`config.mk`:
```
export PLATFORM = sky130hd
export DESIGN_NAME = msl_ctrl
export DESIGN_NICKNAME = d
export VERILOG_FILES = /design/src/rtl/msl_pkg.sv /design/src/rtl/msl_ctrl.sv
export SDC_FILE = /design/constraint.sdc
export NUM_CORES = 1
export LEC_CHECK = 0
export ABC_AREA = 0
export BUFFER_PORTS_ARGS = -buffer_cell sky130_fd_sc_hd__buf_2
export CORE_MARGIN = 3
export CORE_UTILIZATION = 45
export CTS_CLUSTER_DIAMETER = 40
export DETAILED_ROUTE_END_ITERATION = 8
export GPL_TIMING_DRIVEN = 0
export HOLD_SLACK_MARGIN = 0.1
export PLACE_DENSITY_LB_ADDON = 0.1
export SYNTH_ARGS = -nofsm -noshare
export SYNTH_HDL_FRONTEND = slang
export SYNTH_SLANG_ARGS = --single-unit
```
`constraint.sdc`:
```
create_clock -name clk -period 2.4 [get_ports clk]
set_input_delay 0.24 -clock clk [delete_from_list [all_inputs] [get_ports clk]]
set_output_delay 0.24 -clock clk [all_outputs]
set_load 0.03 [all_outputs]
```
`src/rtl/msl_pkg.sv`:
```
// Shared types, constants and arithmetic helpers of the multi-stream Lehmer generator.
package msl_pkg;

  localparam int unsigned NumStreams = 256;
  localparam int unsigned IdxW       = 8;
  localparam int unsigned StateW     = 31;
  localparam int unsigned ConstW     = 17;
  localparam int unsigned ProdW      = StateW + ConstW;

  typedef logic [StateW-1:0] state_t;
  typedef logic [IdxW-1:0]   idx_t;
  typedef logic [ConstW-1:0] mulk_t;
  typedef logic [ProdW-1:0]  prod_t;

  localparam state_t LehmerMod     = 31'h7FFF_FFFF;
  localparam mulk_t  LehmerMul     = 17'd48271;
  localparam mulk_t  LehmerJump    = 17'd22925;
  localparam state_t LehmerDefault = 31'd123456789;
  localparam idx_t   LastStream    = idx_t'(NumStreams - 1);

  typedef enum logic [1:0] {
    KIND_DRAW  = 2'd0,
    KIND_PLANT = 2'd1,
    KIND_INIT  = 2'd2,
    KIND_PUT   = 2'd3
  } kind_t;

  // Datapath operations requested by the controller.
  typedef enum logic [3:0] {
    OP_NONE       = 4'd0,
    OP_INIT_IN    = 4'd1,
    OP_PUT_IN     = 4'd2,
    OP_PLANT_IN   = 4'd3,
    OP_PLANT_DEF  = 4'd4,
    OP_MUL_PLANT  = 4'd5,
    OP_STEP_PLANT = 4'd6,
    OP_MUL_DRAW   = 4'd7,
    OP_DRAW_WB    = 4'd8,
    OP_PUT_Q      = 4'd9
  } dp_op_t;

  typedef struct packed {
    logic   latch;    // capture the incoming beat's stream and seed
    logic   addr_in;  // read the memory at the incoming stream index
    dp_op_t op;
  } dp_cmd_t;

  typedef struct packed {
    logic plant_last; // plant chain is at the last stream
  } dp_stat_t;

  // Replace a zero seed, or one equal to the modulus, by the default seed.
  function automatic state_t clean_seed(input state_t s);
    state_t r;
    r = s;
    if (s == '0 || s == LehmerMod) begin
      r = LehmerDefault;
    end
    return r;
  endfunction

  // Reduce a product modulo 2^31-1 by two Mersenne folds and one subtract.
  function automatic state_t mers_fold(input prod_t p);
    logic [StateW:0] f1;
    logic [StateW:0] f2;
    f1 = {1'b0, p[StateW-1:0]} + (StateW+1)'(p[ProdW-1:StateW]);
    f2 = {1'b0, f1[StateW-1:0]} + (StateW+1)'(f1[StateW]);
    if (f2 >= {1'b0, LehmerMod}) begin
      f2 = f2 - {1'b0, LehmerMod};
    end
    return f2[StateW-1:0];
  endfunction

endpackage

```
`src/rtl/msl_ctrl.sv`:
```
// Controller state machine: sequences draws, writes and the plant chain.
module msl_ctrl (
  input  logic             clk,
  input  logic             rst,
  input  logic             in_valid,
  input  logic [1:0]       in_kind,
  input  logic             in_stream_zero,
  output logic             in_ready,
  input  logic             out_ready,
  output logic             out_valid,
  input  msl_pkg::dp_stat_t stat,
  output msl_pkg::dp_cmd_t  cmd
);
  import msl_pkg::*;

  typedef enum logic [6:0] {
    ST_IDLE  = 7'b0000001,
    ST_PMUL  = 7'b0000010,
    ST_PFOLD = 7'b0000100,
    ST_DADDR = 7'b0001000,
    ST_DMUL  = 7'b0010000,
    ST_DFOLD = 7'b0100000,
    ST_PUTW  = 7'b1000000
  } state_t;

  state_t state;
  state_t state_next;
  kind_t  pend;
  logic   planted;
  logic   load_out;
  logic   need_plant;
  kind_t  kind;

  assign kind       = kind_t'(in_kind);
  assign need_plant = !planted && !in_stream_zero;

  always_comb begin
    state_next  = state;
    cmd.latch   = 1'b0;
    cmd.addr_in = 1'b0;
    cmd.op      = OP_NONE;
    in_ready    = 1'b0;
    load_out    = 1'b0;
    unique case (state)
      ST_IDLE: begin
        in_ready    = 1'b1;
        cmd.addr_in = 1'b1;
        if (in_valid) begin
          cmd.latch = 1'b1;
          unique case (kind)
            KIND_DRAW: begin
              if (need_plant) begin
                cmd.op     = OP_PLANT_DEF;
                state_next = ST_PMUL;
              end else begin
                state_next = ST_DMUL;
              end
            end
            KIND_PLANT: begin
              cmd.op     = OP_PLANT_IN;
              state_next = ST_PMUL;
            end
            KIND_INIT: begin
              cmd.op = OP_INIT_IN;
            end
            KIND_PUT: begin
              if (need_plant) begin
                cmd.op     = OP_PLANT_DEF;
                state_next = ST_PMUL;
              end else begin
                cmd.op = OP_PUT_IN;
              end
            end
            default: ;
          endcase
        end
      end
      ST_PMUL: begin
        cmd.op     = OP_MUL_PLANT;
        state_next = ST_PFOLD;
      end
      ST_PFOLD: begin
        cmd.op = OP_STEP_PLANT;
        if (stat.plant_last) begin
          priority if (pend == KIND_DRAW) begin
            state_next = ST_DADDR;
          end else if (pend == KIND_PUT) begin
            state_next = ST_PUTW;
          end else begin
            state_next = ST_IDLE;
          end
        end else begin
          state_next = ST_PMUL;
        end
      end
      ST_DADDR: begin
        state_next = ST_DMUL;
      end
      ST_DMUL: begin
        cmd.op     = OP_MUL_DRAW;
        state_next = ST_DFOLD;
      end
      ST_DFOLD: begin
        // hold until the output register is free
        if (!out_valid || out_ready) begin
          cmd.op     = OP_DRAW_WB;
          load_out   = 1'b1;
          state_next = ST_IDLE;
        end
      end
      ST_PUTW: begin
        cmd.op     = OP_PUT_Q;
        state_next = ST_IDLE;
      end
      default: begin
        state_next = ST_IDLE;
      end
    endcase
  end

  always_ff @(posedge clk) begin
    if (rst) begin
      state     <= ST_IDLE;
      planted   <= 1'b0;
      pend      <= KIND_DRAW;
      out_valid <= 1'b0;
    end else begin
      state <= state_next;
      if (cmd.latch) begin
        pend <= kind;
      end
      if (cmd.op == OP_PLANT_IN || cmd.op == OP_PLANT_DEF) begin
        planted <= 1'b1;
      end
      if (load_out) begin
        out_valid <= 1'b1;
      end else if (out_ready) begin
        out_valid <= 1'b0;
      end
    end
  end

  // A draw from stream zero never plants, even while unplanted.
  a_draw_zero_direct: assert property (@(posedge clk) disable iff (rst)
    (in_valid && in_ready && kind == KIND_DRAW && in_stream_zero) |=> state == ST_DMUL)
    else $error("draw on stream zero did not go straight to multiply");

  // A draw or put on a nonzero stream is never served before planting.
  a_plant_first: assert property (@(posedge clk) disable iff (rst)
    (in_valid && in_ready && !in_stream_zero && (kind == KIND_DRAW || kind == KIND_PUT))
    |=> planted)
    else $error("nonzero stream accessed without planting");

  // A finished draw waits while the previous sample is still held.
  a_fold_holds: assert property (@(posedge clk) disable iff (rst)
    (state == ST_DFOLD && out_valid && !out_ready) |=> state == ST_DFOLD)
    else $error("sample register overwritten before it was taken");

endmodule

```
-- Yosys cells after proc, flatten, opt, wreduce, memory -nomap -nowiden
Cells that the tools add are included.
- flip-flop bits (word level): 11
- bits of input ports: 8
- output and inout port bits: 8
- word-level logic and storage cells: 53
- equality and inequality tests: 17
- muxes and demuxes: 22
- reduce and logical (&&, ||, !) cells: 10
- operator list (operator ; number):
    7-bit 2-to-1 mux ; 6
    7-bit one-hot mux with 6 select lines ; 1
    4-bit one-hot mux with 6 select lines ; 1
    7-bit one-hot mux with 3 select lines ; 1
    4-bit one-hot mux with 4 select lines ; 1
    4-bit 2-to-1 mux ; 2
    7-bit by 1-bit equality test with 1-bit output, second input constant ; 1
    7-bit by 2-bit equality test with 1-bit output, second input constant ; 1
    7-bit by 3-bit equality test with 1-bit output, second input constant ; 1
    7-bit by 4-bit equality test with 1-bit output, second input constant ; 1
    7-bit by 5-bit equality test with 1-bit output, second input constant ; 1
    7-bit by 6-bit equality test with 1-bit output, second input constant ; 1
    7-bit equality test, second input constant ; 1
    2-bit equality test, second input constant ; 3
    1-bit 2-to-1 mux ; 6
    3-bit 2-to-1 mux ; 2
    5-bit 2-to-1 mux ; 1
    4-bit by 2-bit equality test with 1-bit output, second input constant ; 1
    4-bit by 3-bit equality test with 1-bit output, second input constant ; 1
    2-bit zero test ; 2
    2-bit inequality test, second input constant ; 2
    4-bit by 1-bit inequality test with 1-bit output, second input constant ; 1
    4-bit AND reduction ; 1
    1-bit zero test ; 3
    other kinds (6) ; 7

-- Depth between registers and ports, before layout
Gate-level depths: netlist (run 1).
- word-level depth: 8
- depth in mapped cells: 7
- mapped depth without buffers: 7

-- Worst setup path after synthesis (run 1)
Ideal clock, no wire load.
- path kind: reg2reg
- from: register state[3]
- to: register planted
- setup time: 0.074 ns
- data arrival time: 1.922 ns
- setup slack: 0.404 ns
- cell stages (with the launch flop): 7
- period minus slack after synthesis: 1.996 ns
- cells stage by stage: dfxtp_1 > or3_1 > buf_6 > nor3_4 > a221o_2 > nand4_1 > a31oi_1
- RTL lines (element ; RTL line ; text):
    from (decl) ; msl_ctrl.sv:26 ; state_t state;
    from (signal assigned) ; msl_ctrl.sv:128 ; state <= state_next;
    to (signal assigned) ; msl_ctrl.sv:124 ; planted <= 1'b0;
    to (signal assigned) ; msl_ctrl.sv:133 ; planted <= 1'b1;
    to (decl) ; msl_ctrl.sv:29 ; logic planted;

==> results of run 1 <==
-- registers in the layout (all words and copies together), names as in the netlist --
register and cells:
planted 1, out_valid 1, pend 2, state 7
-- power by group through the flow --
stage / clock [mW] / sequential [mW] / combinational (mW)
global placement: 0 / 0.223 / 0.470
CTS: 0.136 / 0.219 / 0.481
finish: 0.127 / 0.219 / 0.480
floorplan: 0 / 0.221 / 0.380
global route: 0.143 / 0.222 / 0.529
detailed placement: 0 / 0.224 / 0.480
-- metal layers --
layer / global-route usage [%] / vias to the layer above / wire length, µm
li1: - / 393 / -
met1: 20.3 / 361 / 840
met2: 26.0 / 15 / 822
met3: 5.83 / 4 / 80
met4: 5.21 / 0 / 29
met5: 0 / - / 0
-- area by class of cell --
type                       count  area, µm²
sequential                    11        220
inverter                       7       26.3
clock inverter                 1       5.00
buffer                         7       57.6
multi-input combinational     75        515
clock buffer                   3       22.5
tap                           24       30.0
timing repair buffer          15       75.1
fill                         162        659
-- cells by family after synthesis --
| logic type | Yosys count | synth area share, % |
|---|---|---|
| AOI/OAI and AO/OA | 20 | 16.6 |
| xor gates and xnor gates | 3 | 3.21 |
| adders and majority gates | 5 | 7.63 |
| buffers and inverters | 14 | 10.2 |
| DFF | 11 | 26.9 |
| muxes | 3 | 3.66 |
| and+or+nand+nor | 44 | 31.8 |
-- cells in the final DEF (no fill, tap or decap), types with 2 or more instances in the layout --
cell type	count
mux2i_1	3
buf_2	16
a31oi_1	2
inv_1	7
nand2_1	5
buf_6	2
ha_1	5
nand2b_1	3
o41ai_1	2
dfxtp_1	11
nor3_1	4
or3_1	2
nand3b_1	2
buf_4	4
o21ai_0	4
a21oi_1	5
and3_1	4
nor4_1	2
nor2b_1	3
nor2_1	11
xor2_1	2
clkbuf_4	3
-- path summary, 6_finish.rpt --
check        startpoint         to  depth (start not counted)
max            state[3]     cmd[0]                          5
min                 rst  out_valid                          2
max reg2reg    state[0]   state[6]                          6
min reg2reg     planted    planted                          2
-- per-stage QoR --
step / area [µm²] / power, mW / setup slack, ns / hold WS (ns) / util (%)
2_1_floorplan: 820 / 0.600 / 0.404 / 0.309 / -
3_3_place_gp: 925 / 0.692 / 0.553 / 0.488 / 57.4
3_5_place_dp: 925 / 0.704 / 0.546 / 0.497 / 57.4
4_1_cts: 952 / 0.836 / 0.223 / 0.224 / 59.1
5_1_grt: 952 / 0.894 / 0.139 / 0.233 / 59.1
6_report: 952 / 0.826 / 0.243 / 0.241 / 59.1
==> results_dict.tcl, run 1 <==
set metrics [dict create \
    firstDrtPassIters 4 \
    nNetsFinal 133 \
    slowest_delay_ns 0.40 \
    worst-path-max-fanout 7 \
    drc_errors 0 \
    synthTopCellsByCount "dfxtp_1, nor2_1, inv_1" \
    yosys_warnings 0 \
    power_frac_comb_pct 58.1 \
    cpLargestDelayFamily "simple AND/OR/NAND/NOR gates" \
    clkLatencyLatePin_ns 0.27 \
    hold_viol 0 \
    outcome "finished clean" \
    cp_num_buf_inv 2 \
    grt_first_pass_wirelength_mm 3.06 \
    min_period_ns 2.16 \
    critPathSlowestCell "or3_1" \
    synth_ff_type "dfxtp_1" \
    synth_top_cell_area_share_pct 26.9 \
    slew_headroom_pct 63.6 \
    gp_congestion 0.794 \
    dr_total_vias 773 \
    fin_skew_ns 0.00564 \
    portBuffers 15 \
    synth_cells 100 \
    crit_type "reg -> out" \
    start_util_pct 50.9 \
    cts_hold_buf 0 \
    cts_inserted_buffers 3 \
    dp_cells 139 \
    die_area_um2 2370 \
    netlist_area_um2 820 \
    synth_top_area_cell "dfxtp_1" \
    n_antenna_cell 0 \
    grt_overflow_total 0 \
    worstMarginPinSlew_ns 0.539 \
    viasPerCell 5.41 \
    worstPathArrival_ns 1.92 \
    grt_pass1_vias 700 \
    clk_path_buf_depth 2 \
    finalNonFillerCells 143 \
    end_kind "output port" \
    cts_tree "yes" \
    coreArea_um2 1610 \
    fp.dieH_um 48.7 \
    setup_viol 0 \
    die_w_um 48.7 \
    synth-seq-cells 11 \
    clk_pin_slew_ns 0.08 \
    crit_chain "or3_1 > buf_6 > nor3_4 > a221o_2 > buf_2" \
    track_usage_pct 16.3 \
    cts.sinks 11 \
    layout-drive-gt1-share_pct 26.1 \
    seq_power_share_pct 26.5 \
    antenna_found_initial 0 \
    syn-num-nets 113 \
    p_clk_share_pct 15.4 \
    post-route-period-util_pct 89.9 \
    intPower_mw 0.456 \
    root_buffer "clkbuf_4" \
    wl_mm 1.77 \
    synth_area_per_cell_um2 8.20 \
    dp_hpwl_mm 1.41 \
    synth-edff-count 0 \
    rsz0062_at_grt "no" \
    grt_start_max_net_pins 11 \
    drv_slew 0 \
    cts_setup_buffers 0 \
    ir_drop_v 0.000632 \
    synth_cell_type_count 37 \
    powerDensity_nw_per_um2 867 \
    yosysSeqAreaShare_pct 26.9 \
    wl_per_cell_um 12.4 \
    fin_setup_tns_ns 0 \
    rrSetupSlack_ns 0.57 \
    cp_data_required_time_ns 2.16 \
    netSwitchingFraction_pct 44.8 \
    fmax_mhz 464 \
    drt_iter0_markers 12 \
    drv_cap 0 \
    hp-class "in -> reg" \
    cts_resized 0 \
    power.switching_mw 0.370 \
    top_level_ports 16 \
    postRouteAntennaNets 0 \
    synthArstFlopShare_pct 0 \
    yosys-top-cells-area "dfxtp_1, ha_1, nor2_1" \
    cts_max_level 1 \
    syn_to_final_growth_pct 16.2 \
    start_kind "flip-flop" \
    p_leak_nw 0.451 \
    row_count 14 \
]
No activity file was read; power rests on OpenSTA's default activity.
==> inputs of run 2 (changes only) <==
--- a/config.mk
+++ b/config.mk
@@ -5,7 +5,7 @@
 export SDC_FILE = /design/constraint.sdc
 export NUM_CORES = 1
 export LEC_CHECK = 0
-export ABC_AREA = 0
+export ABC_AREA = 1
 export BUFFER_PORTS_ARGS = -buffer_cell sky130_fd_sc_hd__buf_2
 export CORE_MARGIN = 3
 export CORE_UTILIZATION = 45
==> run 2 against run 1 <==
  * Combinational power fell by 15%
  * Final cell count rose by 14%
  * Register-to-register slack gained 0.45 ns
  * Clock skew barely moved
  * Maximum frequency rose by 21%
  * Die area rose by 0.93%
  * Hold slack better by 0.039 ns
  * Non-clock buffer count shrank 6
  * Setup slack gained 0.37 ns
  * Sequential share of layout area shrank 0.061 points
  * Via count is 2.2% lower
  * Largest cell class unchanged
  * Largest power group unchanged
==> results_dict.tcl, run 2 <==
set metrics [dict create \
    max_flop_register "state" \
    synthArstFlopShare_pct 0 \
    synth_most_common_cell "nand2_1" \
    slew_headroom_pct 73.2 \
    grt_overflow_total 0 \
    crit_type "reg -> out" \
    fp.dieH_um 48.9 \
    fillCellCount 179 \
    cpMostUsedCell "o21ai_0" \
    portBuffers 14 \
    dr_total_vias 756 \
    drv_cap 0 \
    track_usage_pct 14.8 \
    mostFrequentLayoutCells "nand2_1, inv_1, buf_2" \
    start_kind "flip-flop" \
    worstPathArrival_ns 1.55 \
    synth_cell_type_count 26 \
    nNetsFinal 153 \
    cts_hold_buf 0 \
    p_leak_nw 0.481 \
    hold_viol 0 \
    yosys_warnings 0 \
    synth_top_area_cell "dfxtp_1" \
    cp_num_buf_inv 1 \
    coreArea_um2 1610 \
    syn-num-nets 134 \
    grt_first_pass_wirelength_mm 2.77 \
    crit_chain "nor2_2 > nand2_2 > nor3_2 > o21ai_0 > o21ai_0 > buf_2" \
    fmax_mhz 559 \
    cts_tree "yes" \
    finalPower_mw 0.760 \
    synth-edff-count 0 \
    final_util_pct 59.2 \
    multi_input_comb_area_um2 510 \
    cts_max_level 1 \
    ir_drop_v 0.000420 \
    cts_inserted_buffers 3 \
    syn_to_final_growth_pct 15.3 \
    antenna_found_initial 0 \
    drt_iter0_markers 14 \
    row_count 14 \
    postRouteAntennaNets 0 \
    yosys-top-cells-area "dfxtp_1, nand2_1, ha_1" \
    largest_reg_flops 7 \
    firstDrtPassIters 4 \
    grt_pass1_vias 695 \
    cts_setup_buffers 0 \
    cpLargestDelayFamily "simple AND/OR/NAND/NOR gates" \
    grt_start_max_net_pins 9 \
    synth-seq-cells 11 \
    synth_top_cell_area_share_pct 26.6 \
    rsz0062_at_grt "no" \
    netlist_area_um2 828 \
    end_kind "output port" \
    cts.sinks 11 \
    root_buffer "clkbuf_4" \
    setup_viol 0 \
    clk_path_buf_depth 2 \
    yosysSeqAreaShare_pct 26.6 \
    final_common_cell "nand2_1" \
    slowest_delay_ns 0.35 \
    die_w_um 48.9 \
    fin_skew_ns 0.00525 \
    cts_resized 0 \
    top_level_ports 16 \
    worst-path-max-fanout 5 \
    viasPerCell 4.64 \
    synth_cells 121 \
    n_antenna_cell 0 \
    cp_data_required_time_ns 2.16 \
    seq_area_um2 220 \
    outcome "finished clean" \
    clk_pin_slew_ns 0.07 \
    die_area_um2 2390 \
    powerDensity_nw_per_um2 796 \
    drv_slew 0 \
    gp_congestion 0.760 \
    wl_mm 1.62 \
    drc_errors 0 \
    layout-drive-gt1-share_pct 31.7 \
    fin_setup_tns_ns 0 \
    post-route-period-util_pct 74.5 \
    synth_ff_type "dfxtp_1" \
    hp-class "in -> reg" \
    clkLatencyLatePin_ns 0.27 \
    wl_per_cell_um 9.96 \
    dp_hpwl_mm 1.40 \
    critPathSlowestCell "dfxtp_1" \
    min_period_ns 1.79 \
    largestRegisters "state x7, pend x2" \
    synth_area_per_cell_um2 6.85 \
    worstMarginPinSlew_ns 0.401 \
    synthTopCellsByCount "nand2_1, inv_1, dfxtp_1, nor2_1, inv_2" \
    start_util_pct 51.4 \
]
## run 2: changes by cell type after synthesis, sizes merged, moves of 3 or more
cell    change
mux2i       -3
and3        -4
nor2        +9
inv        +15
nand2b      -3
nor2b       -3
nand3       +8
nor4        -3
buf         -5
nand2      +25
## run 2: stage by stage
step	cells	setup slack, ns	cell area (µm²)	hold slack (ns)
after floorplan	121	0.855	828	0.394
after global placement	159	0.913	928	0.475
after detailed placement	159	0.903	928	0.479
after CTS	163	0.604	955	0.283
after global routing	163	0.482	955	0.311
final	163	0.611	955	0.281
## run 2: power by group
part	internal, mW	switching [mW]	leakage [nW]	total [mW]
sequential	0.208	0.0220	0.0897	0.230
clock	0.0643	0.0587	0.0150	0.123
combinational	0.135	0.272	0.376	0.407
total	0.407	0.353	0.481	0.760
## run 2: logic make-up after synthesis
family | count (synthesis) | share of synthesized area, %
and+or+nand+nor | 68 | 45.2
buffers and inverters | 25 | 11.8
AOI/OAI and AO/OA | 12 | 8.91
DFF | 11 | 26.6
adders and majority gates | 5 | 7.55
## run 2: final timing paths
path / start / to / slack (ns) / cells past startpoint
worst max register to register: state[0] / state[0] / 1.02 / 8
worst min-delay path: in_kind[0] / pend[0] / 0.28 / 3
worst max-delay path: state[0] / cmd[3] / 0.61 / 6
worst min register to register: planted / planted / 0.49 / 2
## run 2: final cells by class
type	count	share of cell area, %
plain buffers	2	1.18
clock buffers	4	2.75
inverters	23	9.04
multi-input cells	85	53.5
flip-flops and latches	11	23.1
well taps	24	3.15
repair buffers	14	7.34
## run 2: layer usage
metal	wire length [µm]	part of all wire [%]	track usage (%)
met5	0	0	0
met3	55	3.4	2.75
met4	25	1.5	5.69
met1	789	49	18.3
met2	752	46	25.1
## run 2: worst register-to-register path: stages, from the launching register on
cell and delay, ns:
dfxtp_1 0.35, nor2_2 0.17, nand2_2 0.12, nor3_2 0.19, nand2_1 0.12, nand2_2 0.15, inv_2 0.05, nand2_1 0.06
nand3_1 0.06
